[src/rtl/core/lru_key_value_cache_top_assert.svh]
// Assertion macros for the cache RTL.
// They expect clk and rst_n in scope.
`ifndef LRU_KEY_VALUE_CACHE_TOP_ASSERT_SVH
`define LRU_KEY_VALUE_CACHE_TOP_ASSERT_SVH

// Same-cycle implication, ignored while reset is asserted.
`define LKV_ASSERT_SAME(lbl, ante, cons, msg) \
  lbl: assert property (@(posedge clk) disable iff (!rst_n) (ante) |-> (cons)) \
    else $error(msg);

// Next-cycle implication, ignored while reset is asserted.
`define LKV_ASSERT_NEXT(lbl, ante, cons, msg) \
  lbl: assert property (@(posedge clk) disable iff (!rst_n) (ante) |=> (cons)) \
    else $error(msg);

`endif

[src/rtl/core/lkv_pkg.sv]
`default_nettype none

package lkv_pkg;

  localparam int KEY_W   = 32;
  localparam int VALUE_W = 31;
  localparam int CAP_W   = 5;

  localparam logic [CAP_W-1:0] CAP_RESET = 5'd16;

  localparam logic CMD_GET = 1'b0;
  localparam logic CMD_PUT = 1'b1;

  // Passed from cell i+1 down to cell i: match seen further along, and its value.
  typedef struct packed {
    logic               seen;
    logic [VALUE_W-1:0] value;
  } lkv_tail_t;

  // Update controls broadcast to every cell.
  typedef struct packed {
    logic upd;  // update cycle
    logic ins;  // put of an absent key
  } lkv_ctl_t;

endpackage

`default_nettype wire

[src/rtl/core/lkv_cell.sv]
`default_nettype none

module lkv_cell import lkv_pkg::*; #(
  parameter int IDX = 0,
  parameter int CW  = 5
) (
  input  wire logic               clk,
  input  wire logic               accept,
  input  wire logic [KEY_W-1:0]   cmp_key,
  input  wire lkv_ctl_t           ctl,
  input  wire logic [CW-1:0]      occ,
  input  wire logic [CW-1:0]      ins_pos,
  input  wire logic [KEY_W-1:0]   prev_key,
  input  wire logic [VALUE_W-1:0] prev_value,
  input  wire lkv_tail_t          tail_in,
  output logic [KEY_W-1:0]        key,
  output logic [VALUE_W-1:0]      value,
  output lkv_tail_t               tail_out,
  output logic                    match
);

  logic [KEY_W-1:0]   key_r;
  logic [VALUE_W-1:0] value_r;
  logic               match_r;
  logic               valid;
  logic               ins_here;
  logic               shift_en;

  assign valid    = CW'(IDX) < occ;
  assign ins_here = ctl.ins && (CW'(IDX) <= ins_pos);
  // Cells from the front up to the hit (or insert point) take the neighbour's entry.
  assign shift_en = ctl.upd && (match_r || tail_in.seen || ins_here);

  always_ff @(posedge clk) begin
    if (accept) begin
      match_r <= valid && (key_r == cmp_key);
    end
    if (shift_en) begin
      key_r   <= prev_key;
      value_r <= prev_value;
    end
  end

  assign key            = key_r;
  assign value          = value_r;
  assign match          = match_r;
  assign tail_out.seen  = tail_in.seen | match_r;
  assign tail_out.value = tail_in.value | (match_r ? value_r : '0);

endmodule

`default_nettype wire

[src/rtl/core/lru_key_value_cache_top.sv]
`default_nettype none
// Channel   | Ports                                         | Handshake
// ----------+-----------------------------------------------+---------------------------
// input     | in_cmd, in_key, in_value                      | start & !busy
// result    | out_hit, out_value_out, out_evicted           | out_valid, one-cycle strobe
// config    | cfg_capacity_in_use                           | cfg_valid & cfg_ready
//
// On the accept edge every cell registers its key match at once, the following
// update cycle shifts the recency chain and the result word appears on the cycle
// after that. busy is high during the update cycle.
// A new word may be accepted while the previous result strobe is showing.
// Synchronous active-low reset empties the store and sets capacity to 16.
// The receiver cannot stall; out_valid lasts exactly one cycle.
`include "lru_key_value_cache_top_assert.svh"

module lru_key_value_cache_top import lkv_pkg::*; #(
  parameter int ENTRIES = 16
) (
  input  wire logic                clk,
  input  wire logic                rst_n,
  input  wire logic                start,
  output logic                     busy,
  input  wire logic                in_cmd,
  input  wire logic signed [31:0]  in_key,
  input  wire logic [VALUE_W-1:0]  in_value,
  output logic                     out_valid,
  output logic                     out_hit,
  output logic [VALUE_W-1:0]       out_value_out,
  output logic                     out_evicted,
  input  wire logic                cfg_valid,
  output logic                     cfg_ready,
  input  wire logic [CAP_W-1:0]    cfg_capacity_in_use
);

  localparam int CW = $clog2(ENTRIES + 1);
  localparam int EW = (CW > CAP_W) ? CW : CAP_W;

  localparam logic ST_IDLE = 1'b0;
  localparam logic ST_UPD  = 1'b1;

  logic               state_r, state_nxt;
  logic [CAP_W-1:0]   cap_r;
  logic [CW-1:0]      occ_r;
  logic               op_cmd_r;
  logic [KEY_W-1:0]   op_key_r;
  logic [VALUE_W-1:0] op_value_r;

  logic               out_valid_r;
  logic               out_hit_r;
  logic [VALUE_W-1:0] out_value_r;
  logic               out_evicted_r;

  logic               accept;
  logic [EW-1:0]      cap_ext;
  logic [EW-1:0]      cap_eff_w;
  logic [CW-1:0]      cap_eff;
  logic               full;
  logic [CW-1:0]      ins_pos;
  logic               hit_c;
  logic               evict_c;
  lkv_ctl_t           ctl;

  logic [KEY_W-1:0]   cell_key   [ENTRIES];
  logic [VALUE_W-1:0] cell_value [ENTRIES];
  lkv_tail_t          tail       [ENTRIES+1];
  logic [ENTRIES-1:0] match_vec;
  logic [VALUE_W-1:0] front_value;

  assign accept    = start && !busy;
  assign busy      = (state_r == ST_UPD);
  assign cfg_ready = 1'b1;

  // Capacity of zero acts as one; anything above the store size is clipped.
  assign cap_ext = EW'(cap_r);
  always_comb begin
    priority if (cap_ext == '0) begin
      cap_eff_w = EW'(1);
    end else if (cap_ext > EW'(ENTRIES)) begin
      cap_eff_w = EW'(ENTRIES);
    end else begin
      cap_eff_w = cap_ext;
    end
  end
  assign cap_eff = cap_eff_w[CW-1:0];

  // Full (or over a lowered capacity): the new word lands at cap-1 and the tail drops off.
  assign full    = occ_r >= cap_eff;
  assign ins_pos = full ? (cap_eff - CW'(1)) : occ_r;

  assign hit_c    = tail[0].seen;
  assign ctl.upd  = (state_r == ST_UPD);
  assign ctl.ins  = (op_cmd_r == CMD_PUT) && !hit_c;
  assign evict_c  = ctl.ins && full;

  // Front of the chain: a get hit re-inserts its own value, a put brings the new one.
  assign front_value = (op_cmd_r == CMD_PUT) ? op_value_r : tail[0].value;

  assign tail[ENTRIES] = '0;

  for (genvar i = 0; i < ENTRIES; i++) begin : g_cell
    logic [KEY_W-1:0]   prev_key;
    logic [VALUE_W-1:0] prev_value;

    if (i == 0) begin : g_front
      assign prev_key   = op_key_r;
      assign prev_value = front_value;
    end else begin : g_link
      assign prev_key   = cell_key[i-1];
      assign prev_value = cell_value[i-1];
    end

    lkv_cell #(
      .IDX (i),
      .CW  (CW)
    ) u_cell (
      .clk        (clk),
      .accept     (accept),
      .cmp_key    (in_key),
      .ctl        (ctl),
      .occ        (occ_r),
      .ins_pos    (ins_pos),
      .prev_key   (prev_key),
      .prev_value (prev_value),
      .tail_in    (tail[i+1]),
      .key        (cell_key[i]),
      .value      (cell_value[i]),
      .tail_out   (tail[i]),
      .match      (match_vec[i])
    );
  end

  always_comb begin
    state_nxt = state_r;
    unique case (state_r)
      ST_IDLE: begin
        if (start) begin
          state_nxt = ST_UPD;
        end
      end
      ST_UPD: begin
        state_nxt = ST_IDLE;
      end
      default: begin
        state_nxt = ST_IDLE;
      end
    endcase
  end

  always_ff @(posedge clk) begin
    if (!rst_n) begin
      state_r     <= ST_IDLE;
      cap_r       <= CAP_RESET;
      occ_r       <= '0;
      out_valid_r <= 1'b0;
    end else begin
      state_r     <= state_nxt;
      out_valid_r <= ctl.upd;
      if (cfg_valid && cfg_ready) begin
        cap_r <= cfg_capacity_in_use;
      end
      if (ctl.upd && ctl.ins) begin
        occ_r <= ins_pos + CW'(1);
      end
    end
  end

  // Operation and result words: no reset needed.
  always_ff @(posedge clk) begin
    if (accept) begin
      op_cmd_r   <= in_cmd;
      op_key_r   <= in_key;
      op_value_r <= in_value;
    end
    if (ctl.upd) begin
      out_hit_r     <= hit_c;
      out_value_r   <= (op_cmd_r == CMD_GET && hit_c) ? tail[0].value : '0;
      out_evicted_r <= evict_c;
    end
  end

  assign out_valid     = out_valid_r;
  assign out_hit       = out_hit_r;
  assign out_value_out = out_value_r;
  assign out_evicted   = out_evicted_r;

  // Keys are unique in the store, so at most one cell matches.
  `LKV_ASSERT_SAME(a_single_match, busy, $onehot0(match_vec), "more than one cell matched")
  `LKV_ASSERT_SAME(a_occ_bound, 1'b1, occ_r <= CW'(ENTRIES), "occupancy above store size")
  `LKV_ASSERT_NEXT(a_result_follows, busy, out_valid && !busy, "result strobe missing")
  `LKV_ASSERT_SAME(a_evict_on_miss, out_valid && out_evicted, !out_hit,
                   "eviction reported on a hit")

endmodule

`default_nettype wire

[config.mk]
export PLATFORM = sky130hd
export DESIGN_NAME = lru_key_value_cache_top
export DESIGN_NICKNAME = d
export VERILOG_FILES = /design/src/rtl/core/lkv_pkg.sv /design/src/rtl/core/lkv_cell.sv /design/src/rtl/core/lru_key_value_cache_top.sv
export VERILOG_INCLUDE_DIRS = /design/src /design/src/rtl/core
export SDC_FILE = /design/constraint.sdc
export NUM_CORES = 1
export LEC_CHECK = 0
export ABC_AREA = 1
export BUFFER_PORTS_ARGS = -buffer_cell sky130_fd_sc_hd__buf_2
export CORE_MARGIN = 8
export CORE_UTILIZATION = 40
export DETAILED_ROUTE_END_ITERATION = 10
export REMOVE_ABC_BUFFERS = 1
export SLEW_MARGIN = 40
export SYNTH_ARGS = -nofsm -noshare
export SYNTH_HDL_FRONTEND = slang
export SYNTH_SLANG_ARGS = --single-unit
[constraint.sdc]
create_clock -name clk -period 5.4 [get_ports clk]
set_input_delay 0.81 -clock clk [delete_from_list [all_inputs] [get_ports clk]]
set_output_delay 0.81 -clock clk [all_outputs]
set_load 0.01 [all_outputs]
-- Word level (Yosys, flattened, before mapping)
Index checks and enable logic that the tools add are counted.
- eq/ne operators: 16
- add/sub/neg operators: 2
- mux-type cells: 22
- $lt $le $gt $ge: 34
- bitwise gates (word level): 32
- reduce and logical (&&, ||, !) cells: 87
- operators with widths (cell ; count):
    2-to-1 mux 31 bit ; 17
    == test 32 bit ; 16
    bitwise OR 31 bit ; 15
    logical AND 1 bit ; 53
    <= comparator 4 x 5 -> 1 bit (first input constant) ; 8
    less-than comparator 4 x 5 -> 1 bit (first input constant) ; 8
    logical OR 1 bit ; 31
    <= comparator 3 x 5 -> 1 bit (first input constant) ; 4
    less-than comparator 3 x 5 -> 1 bit (first input constant) ; 4
    2-to-1 mux 5 bit ; 3
    bitwise OR 1 bit ; 15
    <= comparator 1 x 5 -> 1 bit (first input constant) ; 2
    <= comparator 2 x 5 -> 1 bit (first input constant) ; 2
    less-than comparator 1 x 5 -> 1 bit (first input constant) ; 2
    less-than comparator 2 x 5 -> 1 bit (first input constant) ; 2
    adder 5 x 1 -> 5 bit (second input constant) ; 1
    >= comparator 5 bit ; 1
    > comparator 5 bit (second input constant) ; 1
    zero test 5 bit ; 1
    subtractor 5 x 1 -> 5 bit (second input constant) ; 1
    zero test 1 bit ; 2
    inverter 1 bit ; 2
    one-hot mux 1 bit (2 select lines) ; 1
    2-to-1 mux 1 bit ; 1
- output and inout port bits: 36
- register bits: 1133
- word-level logic and storage cells: 251

-- Longest topological paths before layout
Gate-level depths: netlist (run 1).
- depth in word-level cells: 20
- mapped depth: 23

-- Hierarchy
A second synthesis (run 1) with hierarchy kept.
- cell total of the unflattened synthesis: 4267
- area, all modules: 49039.5 sq um
- by module, submodules not included (module ; instances ; cells each ; seq. area each (sq um) ; area each (sq um)):
    lkv_cell at g_cell[14].u_cell ... ; 2 ; 241 ; 1921.8 ; 2787.7
    lru_key_value_cache_top ; 1 ; 370 ; 3153.0 ; 4366.7
    lkv_cell at g_cell[13].u_cell ; 1 ; 251 ; 1921.8 ; 2821.5
    lkv_cell at g_cell[2].u_cell ; 1 ; 249 ; 1921.8 ; 2815.2
    lkv_cell at g_cell[10].u_cell ; 1 ; 249 ; 1921.8 ; 2808.9
    lkv_cell at g_cell[7].u_cell ; 1 ; 243 ; 1921.8 ; 2800.2
    lkv_cell at g_cell[8].u_cell ; 1 ; 248 ; 1921.8 ; 2800.2
    lkv_cell at g_cell[5].u_cell ; 1 ; 244 ; 1921.8 ; 2793.9
    lkv_cell at g_cell[9].u_cell ; 1 ; 241 ; 1921.8 ; 2790.2
    lkv_cell at g_cell[12].u_cell ; 1 ; 242 ; 1921.8 ; 2786.4
    lkv_cell at g_cell[11].u_cell ; 1 ; 241 ; 1921.8 ; 2783.9
    lkv_cell at g_cell[15].u_cell ; 1 ; 244 ; 1921.8 ; 2782.7
    lkv_cell at g_cell[0].u_cell ; 1 ; 243 ; 1921.8 ; 2778.9
    lkv_cell at g_cell[1].u_cell ; 1 ; 241 ; 1921.8 ; 2778.9
    +2 rows ; -- ; -- ; -- ; --

-- Worst setup path before layout (run 1)
No wires, ideal clock.
- path type: register -> register
- from: reg cap_r[2], in the netlist cap_ext[2]
- to: reg g_cell[7].u_cell.key_r[0], enable pin
- setup slack: -0.429 ns
- data arrival time: 5.324 ns
- period minus slack after synthesis: 5.829 ns
- data required time: 4.895 ns
- stages on the path, launching flop included: 23
- buffers on the path: 0
- path through: dfxtp_1 > nor2_1 > nand2_1 > a21oi_1 > ha_1 > inv_1 > nand2_1 > nand2_1 > nand2_1 > nand2_1 > nand2_1 > nand2_1 > nand2_1 > nand2_2 > nand2_2 > nand2_1 > nand2_2 > inv_2 > ha_1 > inv_1 > o21ai_0 > nand2_1 > a21oi_1
- word-level cells in the longest chain between the ends: 9
- ends and longest elaborated chain (what ; RTL line ; source):
    start, declared ; lru_key_value_cache_top.sv:42 ; logic [CAP_W-1:0] cap_r;
    start signal, assigned ; lru_key_value_cache_top.sv:159 ; cap_r <= cfg_capacity_in_use;
    > comparator 5 bit ; lru_key_value_cache_top.sv:78 ; end else if (cap_ext > EW'(ENTRIES)) begin
    2-to-1 mux 5 bit ; lru_key_value_cache_top.sv:78 ;
    2-to-1 mux 5 bit * ; lru_key_value_cache_top.sv:76 ; priority if (cap_ext == '0) begin
    subtractor 5 x 1 -> 5 bit or >= comparator 5 bit (tied branches) ; lru_key_value_cache_top.sv:88, lru_key_value_cache_top.sv:87 ;
    2-to-1 mux 5 bit * ; lru_key_value_cache_top.sv:88 ; assign ins_pos = full ? (cap_eff - CW'(1)) : occ_r;
    <= comparator 3 x 5 -> 1 bit * ; lkv_cell.sv:30 ; assign ins_here = ctl.ins && (CW'(IDX) <= ins_pos);
    logical AND 1 bit * ; lkv_cell.sv:30 ;
    logical OR 1 bit * ; lkv_cell.sv:32 ; assign shift_en = ctl.upd && (match_r || tail_in.seen || ins_here);
    logical AND 1 bit * ; lkv_cell.sv:32 ;
    net g_cell[7].u_cell.shift_en ; lkv_cell.sv:27 ; logic shift_en;
    end signal, assigned ; lkv_cell.sv:39 ; key_r <= prev_key;
    end, declared ; lkv_cell.sv:22 ; logic [KEY_W-1:0] key_r;
Mark *: on every way through the listed nets, which the timed path passes. The rest lies on a longest branch.
A chain may end at the register's enable or synchronous reset.

-- Worst setup path in the final report (run 1)
- from: reg cap_r[2], in the netlist cap_ext[2]
- to: reg g_cell[7].u_cell.key_r[27], enable pin
The elaborated chain is that of the path after synthesis.

==> flow_summary.json, run 1 <==
{
  "cts_setup_buffers": 0,
  "clk_path_buf_depth": 3,
  "hold_path.class": "in2reg",
  "wirelength_um": 121000,
  "h-tree-depth": 3,
  "vias_per_cell": 5.48,
  "peakVddDrop_uv": 283,
  "worstMarginPinSlew_ns": 0.904,
  "ys_ff_latch": 1133,
  "syn_area_mm2": 0.0448,
  "max-cap-violations": 0,
  "crit_fanout": 31,
  "wl_per_cell_um": 25.5,
  "final_hold_viol_count": 0,
  "hpwlAfterDp_um": 84000,
  "final_cell_count_no_fill": 4773,
  "fmax_mhz": 243,
  "cp-start-kind": "flop",
  "place_inst": 4564,
  "fin_skew_ns": 0.0247,
  "antenna_found_initial": 5,
  "fp.dieW_um": 351,
  "crit_required_ns": 5.74,
  "netlist_instances": 3041,
  "synthDistinctLibCells": 54,
  "power.density_mw_per_mm2": 370,
  "post-route-period-util_pct": 76.3,
  "finalNetCount": 3274,
  "cts-root-buf": "clkbuf_16",
  "yosysWarnings": 0,
  "seq_area_frac_synth_pct": 75.7,
  "first_pass_iters": 6,
  "ioPinCount": 109,
  "place_congestion": 0.926,
  "worstSetupPathType": "reg2reg",
  "ys_async_sr_fraction_pct": 0,
  "start_util_pct": 40.4,
  "p_leak_nw": 17.0,
  "clkTransAtPathRegs_ns": 0.06,
  "endpoint_kind": "flop",
  "postCtsResizedCells": 0,
  "die_h_um": 351,
  "dp_slack_ns": 1.31,
  "fin_area_mm2": 0.0509,
  "coreArea_mm2": 0.111,
  "grt_max_degree": 64,
  "fin_hold_ws_ns": 0.304,
  "cts_sinks": 1133,
  "synth-edff-count": 1121,
  "drc": 0,
  "cts_buffers": 111,
  "ant_nets": 0,
  "rsz0062_at_grt": "no",
  "slew_violations": 0,
  "track_usage_pct": 19.3,
  "drive_above_1_share_pct": 14.0,
  "synth_ff_type": "edfxtp_1",
  "slew_headroom_pct": 39.7,
  "rr_worst_depth": 23,
  "worstPathArrival_ns": 4.46,
  "dpl_cell_area_mm2": 0.0474,
  "dieArea_mm2": 0.123,
  "whs_path_depth": 1,
  "insertion_delay_ns": 0.68,
  "total_power_mw": 18.9,
  "num_vias": 26177,
  "min_period_ns": 4.12,
  "syn_area_per_cell_um2": 14.7,
  "dr.first_iter.drc_count": 2936,
  "cts_tree": "built",
  "area_growth_pct": 13.7,
  "worst_slack_ns": 1.28,
  "io_buffers": 107,
  "cts_hold_buf": 0,
  "grt_pass1_vias": 25931,
  "grt_pass1_wl_um": 176000,
  "placementRows": 122,
  "gr-total-overflow": 0,
  "status": "finished, final reports clean",
  "setup_viol": 0
}
layout by cell type, fill, tap and decap left out, drive strengths merged, types with 6 or more instances in the layout:
| cell | instances |
|---|---|
| o22ai | 45 |
| a2111oi | 11 |
| clkbuf | 138 |
| ha | 8 |
| o21ai | 100 |
| nand2 | 567 |
| xor2 | 88 |
| or2 | 96 |
| edfxtp | 1121 |
| nand3 | 74 |
| clkinv | 51 |
| nand4 | 79 |
| xnor2 | 160 |
| a22o | 88 |
| dfxtp | 12 |
| a21oi | 31 |
| nor2 | 92 |
| bufinv | 8 |
| inv | 106 |
| a211oi | 17 |
| nor3 | 6 |
| nor4 | 47 |
| buf | 170 |
| a221oi | 127 |
state kept, by name, summed over array words and instances, names as in the netlist:
signal	cells
g_cell.u_cell.value	496
out_value_out	31
occ_r	5
out_evicted	1
g_cell.u_cell.match	16
g_cell.prev_key	32
op_cmd_r	1
out_valid	1
g_cell.u_cell.key	512
busy	1
op_value_r	31
cap_ext	5
out_hit	1
cell usage after synthesis (2+ instances only):
library cell / number / area, um^2
a22o_1: 88 / 771
nor3_1: 6 / 30.0
buf_4: 2 / 15.0
nor4_1: 47 / 294
and2_0: 2 / 12.5
a221o_1: 4 / 40.0
clkinv_1: 3 / 11.3
a221oi_1: 127 / 1110
a211oi_1: 17 / 128
buf_1: 32 / 120
or2_2: 96 / 601
o2111ai_1: 4 / 35.0
o221ai_1: 3 / 26.3
o21ai_2: 2 / 17.5
edfxtp_1: 1121 / 33700
buf_6: 2 / 22.5
nor2_4: 5 / 56.3
clkbuf_1: 89 / 334
inv_1: 99 / 372
nand4_2: 2 / 25.0
xor2_1: 88 / 771
and3_1: 2 / 12.5
a21oi_1: 31 / 155
xnor2_1: 160 / 1400
nor2_1: 86 / 323
or4_1: 2 / 15.0
nand4_1: 76 / 475
o22ai_1: 45 / 282
a2111oi_0: 11 / 96.3
dfxtp_1: 12 / 240
inv_2: 4 / 15.0
nor4b_1: 5 / 43.8
o21ai_0: 92 / 460
nand2_2: 6 / 37.5
o211ai_1: 2 / 15.0
nand3_1: 73 / 365
buf_2: 6 / 30.0
nand2_1: 561 / 2110
ha_1: 8 / 100
o21ai_1: 6 / 30.0
worst paths after layout:
check	start	to	slack, ns
setup reg to reg	cap_ext[2]	g_cell[7].u_cell.key[27]	1.28
hold reg to reg	g_cell[0].prev_key[10]	g_cell[0].u_cell.key[10]	0.42
hold / removal	in_value[1]	op_value_r[1]	0.30
setup / recovery	cap_ext[2]	g_cell[7].u_cell.key[27]	1.28
worst max-delay path: stages, from the launching register on:
cell and delay, ns:
dfxtp_1 0.33, nor2_1 0.14, nand2_1 0.10, a21oi_1 0.25, ha_1 0.28, inv_1 0.06
nand2_1 0.04, nand2_1 0.05, nand2_1 0.04, nand2_1 0.06, nand2_1 0.05, nand2_1 0.05
nand2_1 0.06, nand2_2 0.15, nand2_2 0.14, nand2_1 0.11, nand2_2 0.14, inv_2 0.14
ha_1 0.18, inv_1 0.08, o21ai_0 0.18, nand2_1 0.12, a21oi_4 0.54, buf_4 0.47
through the flow:
step	util (%)	TNS [ns]
after floorplan	-	-334.17
after global placement	42.7	0
after detailed placement	42.8	0
after CTS	45.9	0
after global routing	45.9	0
final	45.9	0
layout make-up:
cell class              count  area [um^2]
flip-flops and latches   1133        33900
inverters                 106          398
clock buffers             138         2900
repair buffers            170         1100
diodes                      3         7.51
clock inverters            64          574
well taps                1488         1860
fillers                  9723        59900
multi-input cells        1671        10200
cells by family after synthesis:
group                      share of synthesized area, %
AOI/OAI and AO/OA                                  7.20
xor gates and xnor gates                           4.85
adders and majority gates                         0.224
buffers and inverters                              2.05
DFF                                                75.7
other                                           0.00837
and+or+nand+nor                                    9.97
report_power, final:
part	switching [mW]	total, mW	internal (mW)	leakage (nW)
Sequential	0.197	10.2	10.0	10.5
Clock	3.31	7.50	4.19	1.68
Combinational	0.785	1.12	0.330	4.83
Total	4.29	18.9	14.6	17.0
metal layers:
metal | wire, um | track usage, % | up-vias
li1 | - | - | 11753
met1 | 52400 | 27.0 | 13010
met2 | 55200 | 30.2 | 1200
met3 | 9560 | 3.61 | 214
met4 | 4350 | 7.04 | 0
met5 | 0 | 0 | -
No activity file was read; power rests on OpenSTA's default activity.
==> run 2: changes to the inputs <==
- clock period: 5.4 -> 4.28 ns (I/O delays scaled with it)
==> run 2 against run 1 <==
Effect of this change: via count increased by 0.57%; final cell count up 0.54%; critical path depth unchanged; total power is 27% higher; worst hold slack got worse by 0.18 ns; highest routed layer unchanged.
==> flow_summary.json, run 2 (same netlist as run 1, synthesis figures left out) <==
{
  "cts_buffers": 112,
  "crit_top_cell": "nand2_1",
  "place_congestion": 0.885,
  "layout.cells.most_common": "edfxtp_1",
  "die_h_um": 351,
  "worstSetupPathType": "reg2reg",
  "grt_pass1_vias": 25751,
  "cts_hold_buf": 0,
  "top_layer_used": "met4",
  "postCtsResizedCells": 0,
  "largest_reg_flops": 512,
  "total_power_mw": 24.0,
  "fmax_mhz": 265,
  "setup_viol": 0,
  "hold_path_end": "op_value_r[6]",
  "hpwlAfterDp_um": 85000,
  "crit_required_ns": 4.60,
  "clkTransAtPathRegs_ns": 0.06,
  "dr_wl_met3_um": 9530,
  "num_vias": 26325,
  "final_hold_viol_count": 0,
  "r2r-start": "cap_ext[2]",
  "endpoint_kind": "flop",
  "max-cap-violations": 0,
  "whs_path_depth": 1,
  "gr-total-overflow": 0,
  "peakVddDrop_uv": 305,
  "rsz0062_at_grt": "no",
  "h-tree-depth": 3,
  "met2_length_um": 54800,
  "wirelength_um": 122000,
  "crit_chain": "nor2_1, nand2_1, a21oi_1, ha_1, inv_1, nand2_1, nand2_1, nand2_1, nand2_1, nand3_1, nand2_1, inv_1, nand2_2, nand2_2, nand2_1, nand2_2, inv_1, ha_1, inv_1, nand3_1, nand3_1, a21oi_4, buf_4",
  "dieArea_mm2": 0.123,
  "area_growth_pct": 14.3,
  "layout_common_cells": "edfxtp_1 (1,121), nand2_1 (561), xnor2_1 (160)",
  "grt_pass1_wl_um": 176000,
  "hold_path.class": "in2reg",
  "slew_violations": 0,
  "status": "finished, final reports clean",
  "crit_path_max_incr_delay_ns": 0.42,
  "fin_skew_ns": 0.0237,
  "worstMarginPinSlew_ns": 0.890,
  "dr.first_iter.drc_count": 2821,
  "io_buffers": 107,
  "vias_per_cell": 5.49,
  "slew_headroom_pct": 40.6,
  "m1WireLength_um": 53700,
  "crit_fanout": 31,
  "worstPathArrival_ns": 4.09,
  "drive_above_1_share_pct": 14.7,
  "cts-root-buf": "clkbuf_16",
  "fp.dieW_um": 351,
  "cts_tree": "built",
  "hp-start": "in_value[6]",
  "fin_util_pct": 46.2,
  "cp-start-kind": "flop",
  "rrSetupSlack_ns": 0.51,
  "finalNetCount": 3295,
  "p_leak_nw": 17.2,
  "wl_per_cell_um": 25.4,
  "first_pass_iters": 6,
  "slowest_stage": "buf_4",
  "track_usage_pct": 19.4,
  "insertion_delay_ns": 0.70,
  "power.density_mw_per_mm2": 469,
  "worst_slack_ns": 0.512,
  "coreArea_mm2": 0.111,
  "rr_worst_depth": 23,
  "post-route-period-util_pct": 88.0,
  "cts_sinks": 1133,
  "min_period_ns": 3.77,
  "dp_slack_ns": 0.567,
  "ant_nets": 0,
  "drc": 0,
  "cts_setup_buffers": 0,
  "worstReg2RegEnd": "g_cell[14].u_cell.value[2]",
  "ioPinCount": 109,
  "clk_path_buf_depth": 3,
  "placementRows": 122,
  "start_util_pct": 40.4,
  "grt_max_degree": 72,
  "antenna_found_initial": 3
}
run 2: metal layers:
layer	GRT usage [%]	vias up
met1	27.7	13142
met4	6.93	0
met3	3.27	212
met5	0	-
li1	-	11799
met2	30.0	1172
run 2: area by class of cell:
class	instances	area [um^2]
Antenna cell	2	5.00
Clock buffer	131	2900
Clock inverter	78	683
Fill cell	9668	59600
Inverter	106	398
Multi-Input combinational cell	1671	10100
Sequential cell	1133	33900
Tap cell	1488	1860
Timing Repair Buffer	190	1320
run 2: worst max-delay path: cells and delay by family (launching register included):
kind                       cells  cell delay [ns]
buffers and inverters          5             0.72
and+or+nand+nor               14             1.34
AOI/OAI and AO/OA              2             0.44
DFF                            1             0.32
adders and majority gates      2             0.51
run 2: power by group:
| part | switching [mW] | internal (mW) |
|---|---|---|
| Sequential | 0.254 | 12.7 |
| Combinational | 0.994 | 0.436 |
| Clock | 4.21 | 5.45 |
| Total | 5.46 | 18.6 |
run 2: worst max-delay path by stage:
stage          startpoint                          end  slack [ns]  cells past startpoint
2_1_floorplan  cap_ext[2]      g_cell[7].u_cell.key[0]       -1.57                     22
3_3_place_gp   cap_ext[2]  g_cell[14].u_cell.value[30]        0.51                     23
3_5_place_dp   cap_ext[2]  g_cell[14].u_cell.value[30]        0.57                     23
4_1_cts        cap_ext[2]  g_cell[14].u_cell.value[15]        0.52                     23
5_1_grt        cap_ext[2]  g_cell[14].u_cell.value[29]        0.09                     23
6_report       cap_ext[2]   g_cell[14].u_cell.value[2]        0.51                     23
run 2: metrics by stage:
| stage | instance area, um^2 | instances | setup TNS (ns) | hold WS (ns) |
|---|---|---|---|---|
| after floorplan | 44300 | 2910 | -1433.88 | 0.400 |
| after global placement | 47600 | 4585 | 0 | 0.401 |
| after detailed placement | 47600 | 4585 | 0 | 0.405 |
| after CTS | 51200 | 4794 | 0 | 0.0864 |
| after global routing | 51200 | 4797 | 0 | 0.0963 |
| final | 51200 | 4799 | 0 | 0.123 |
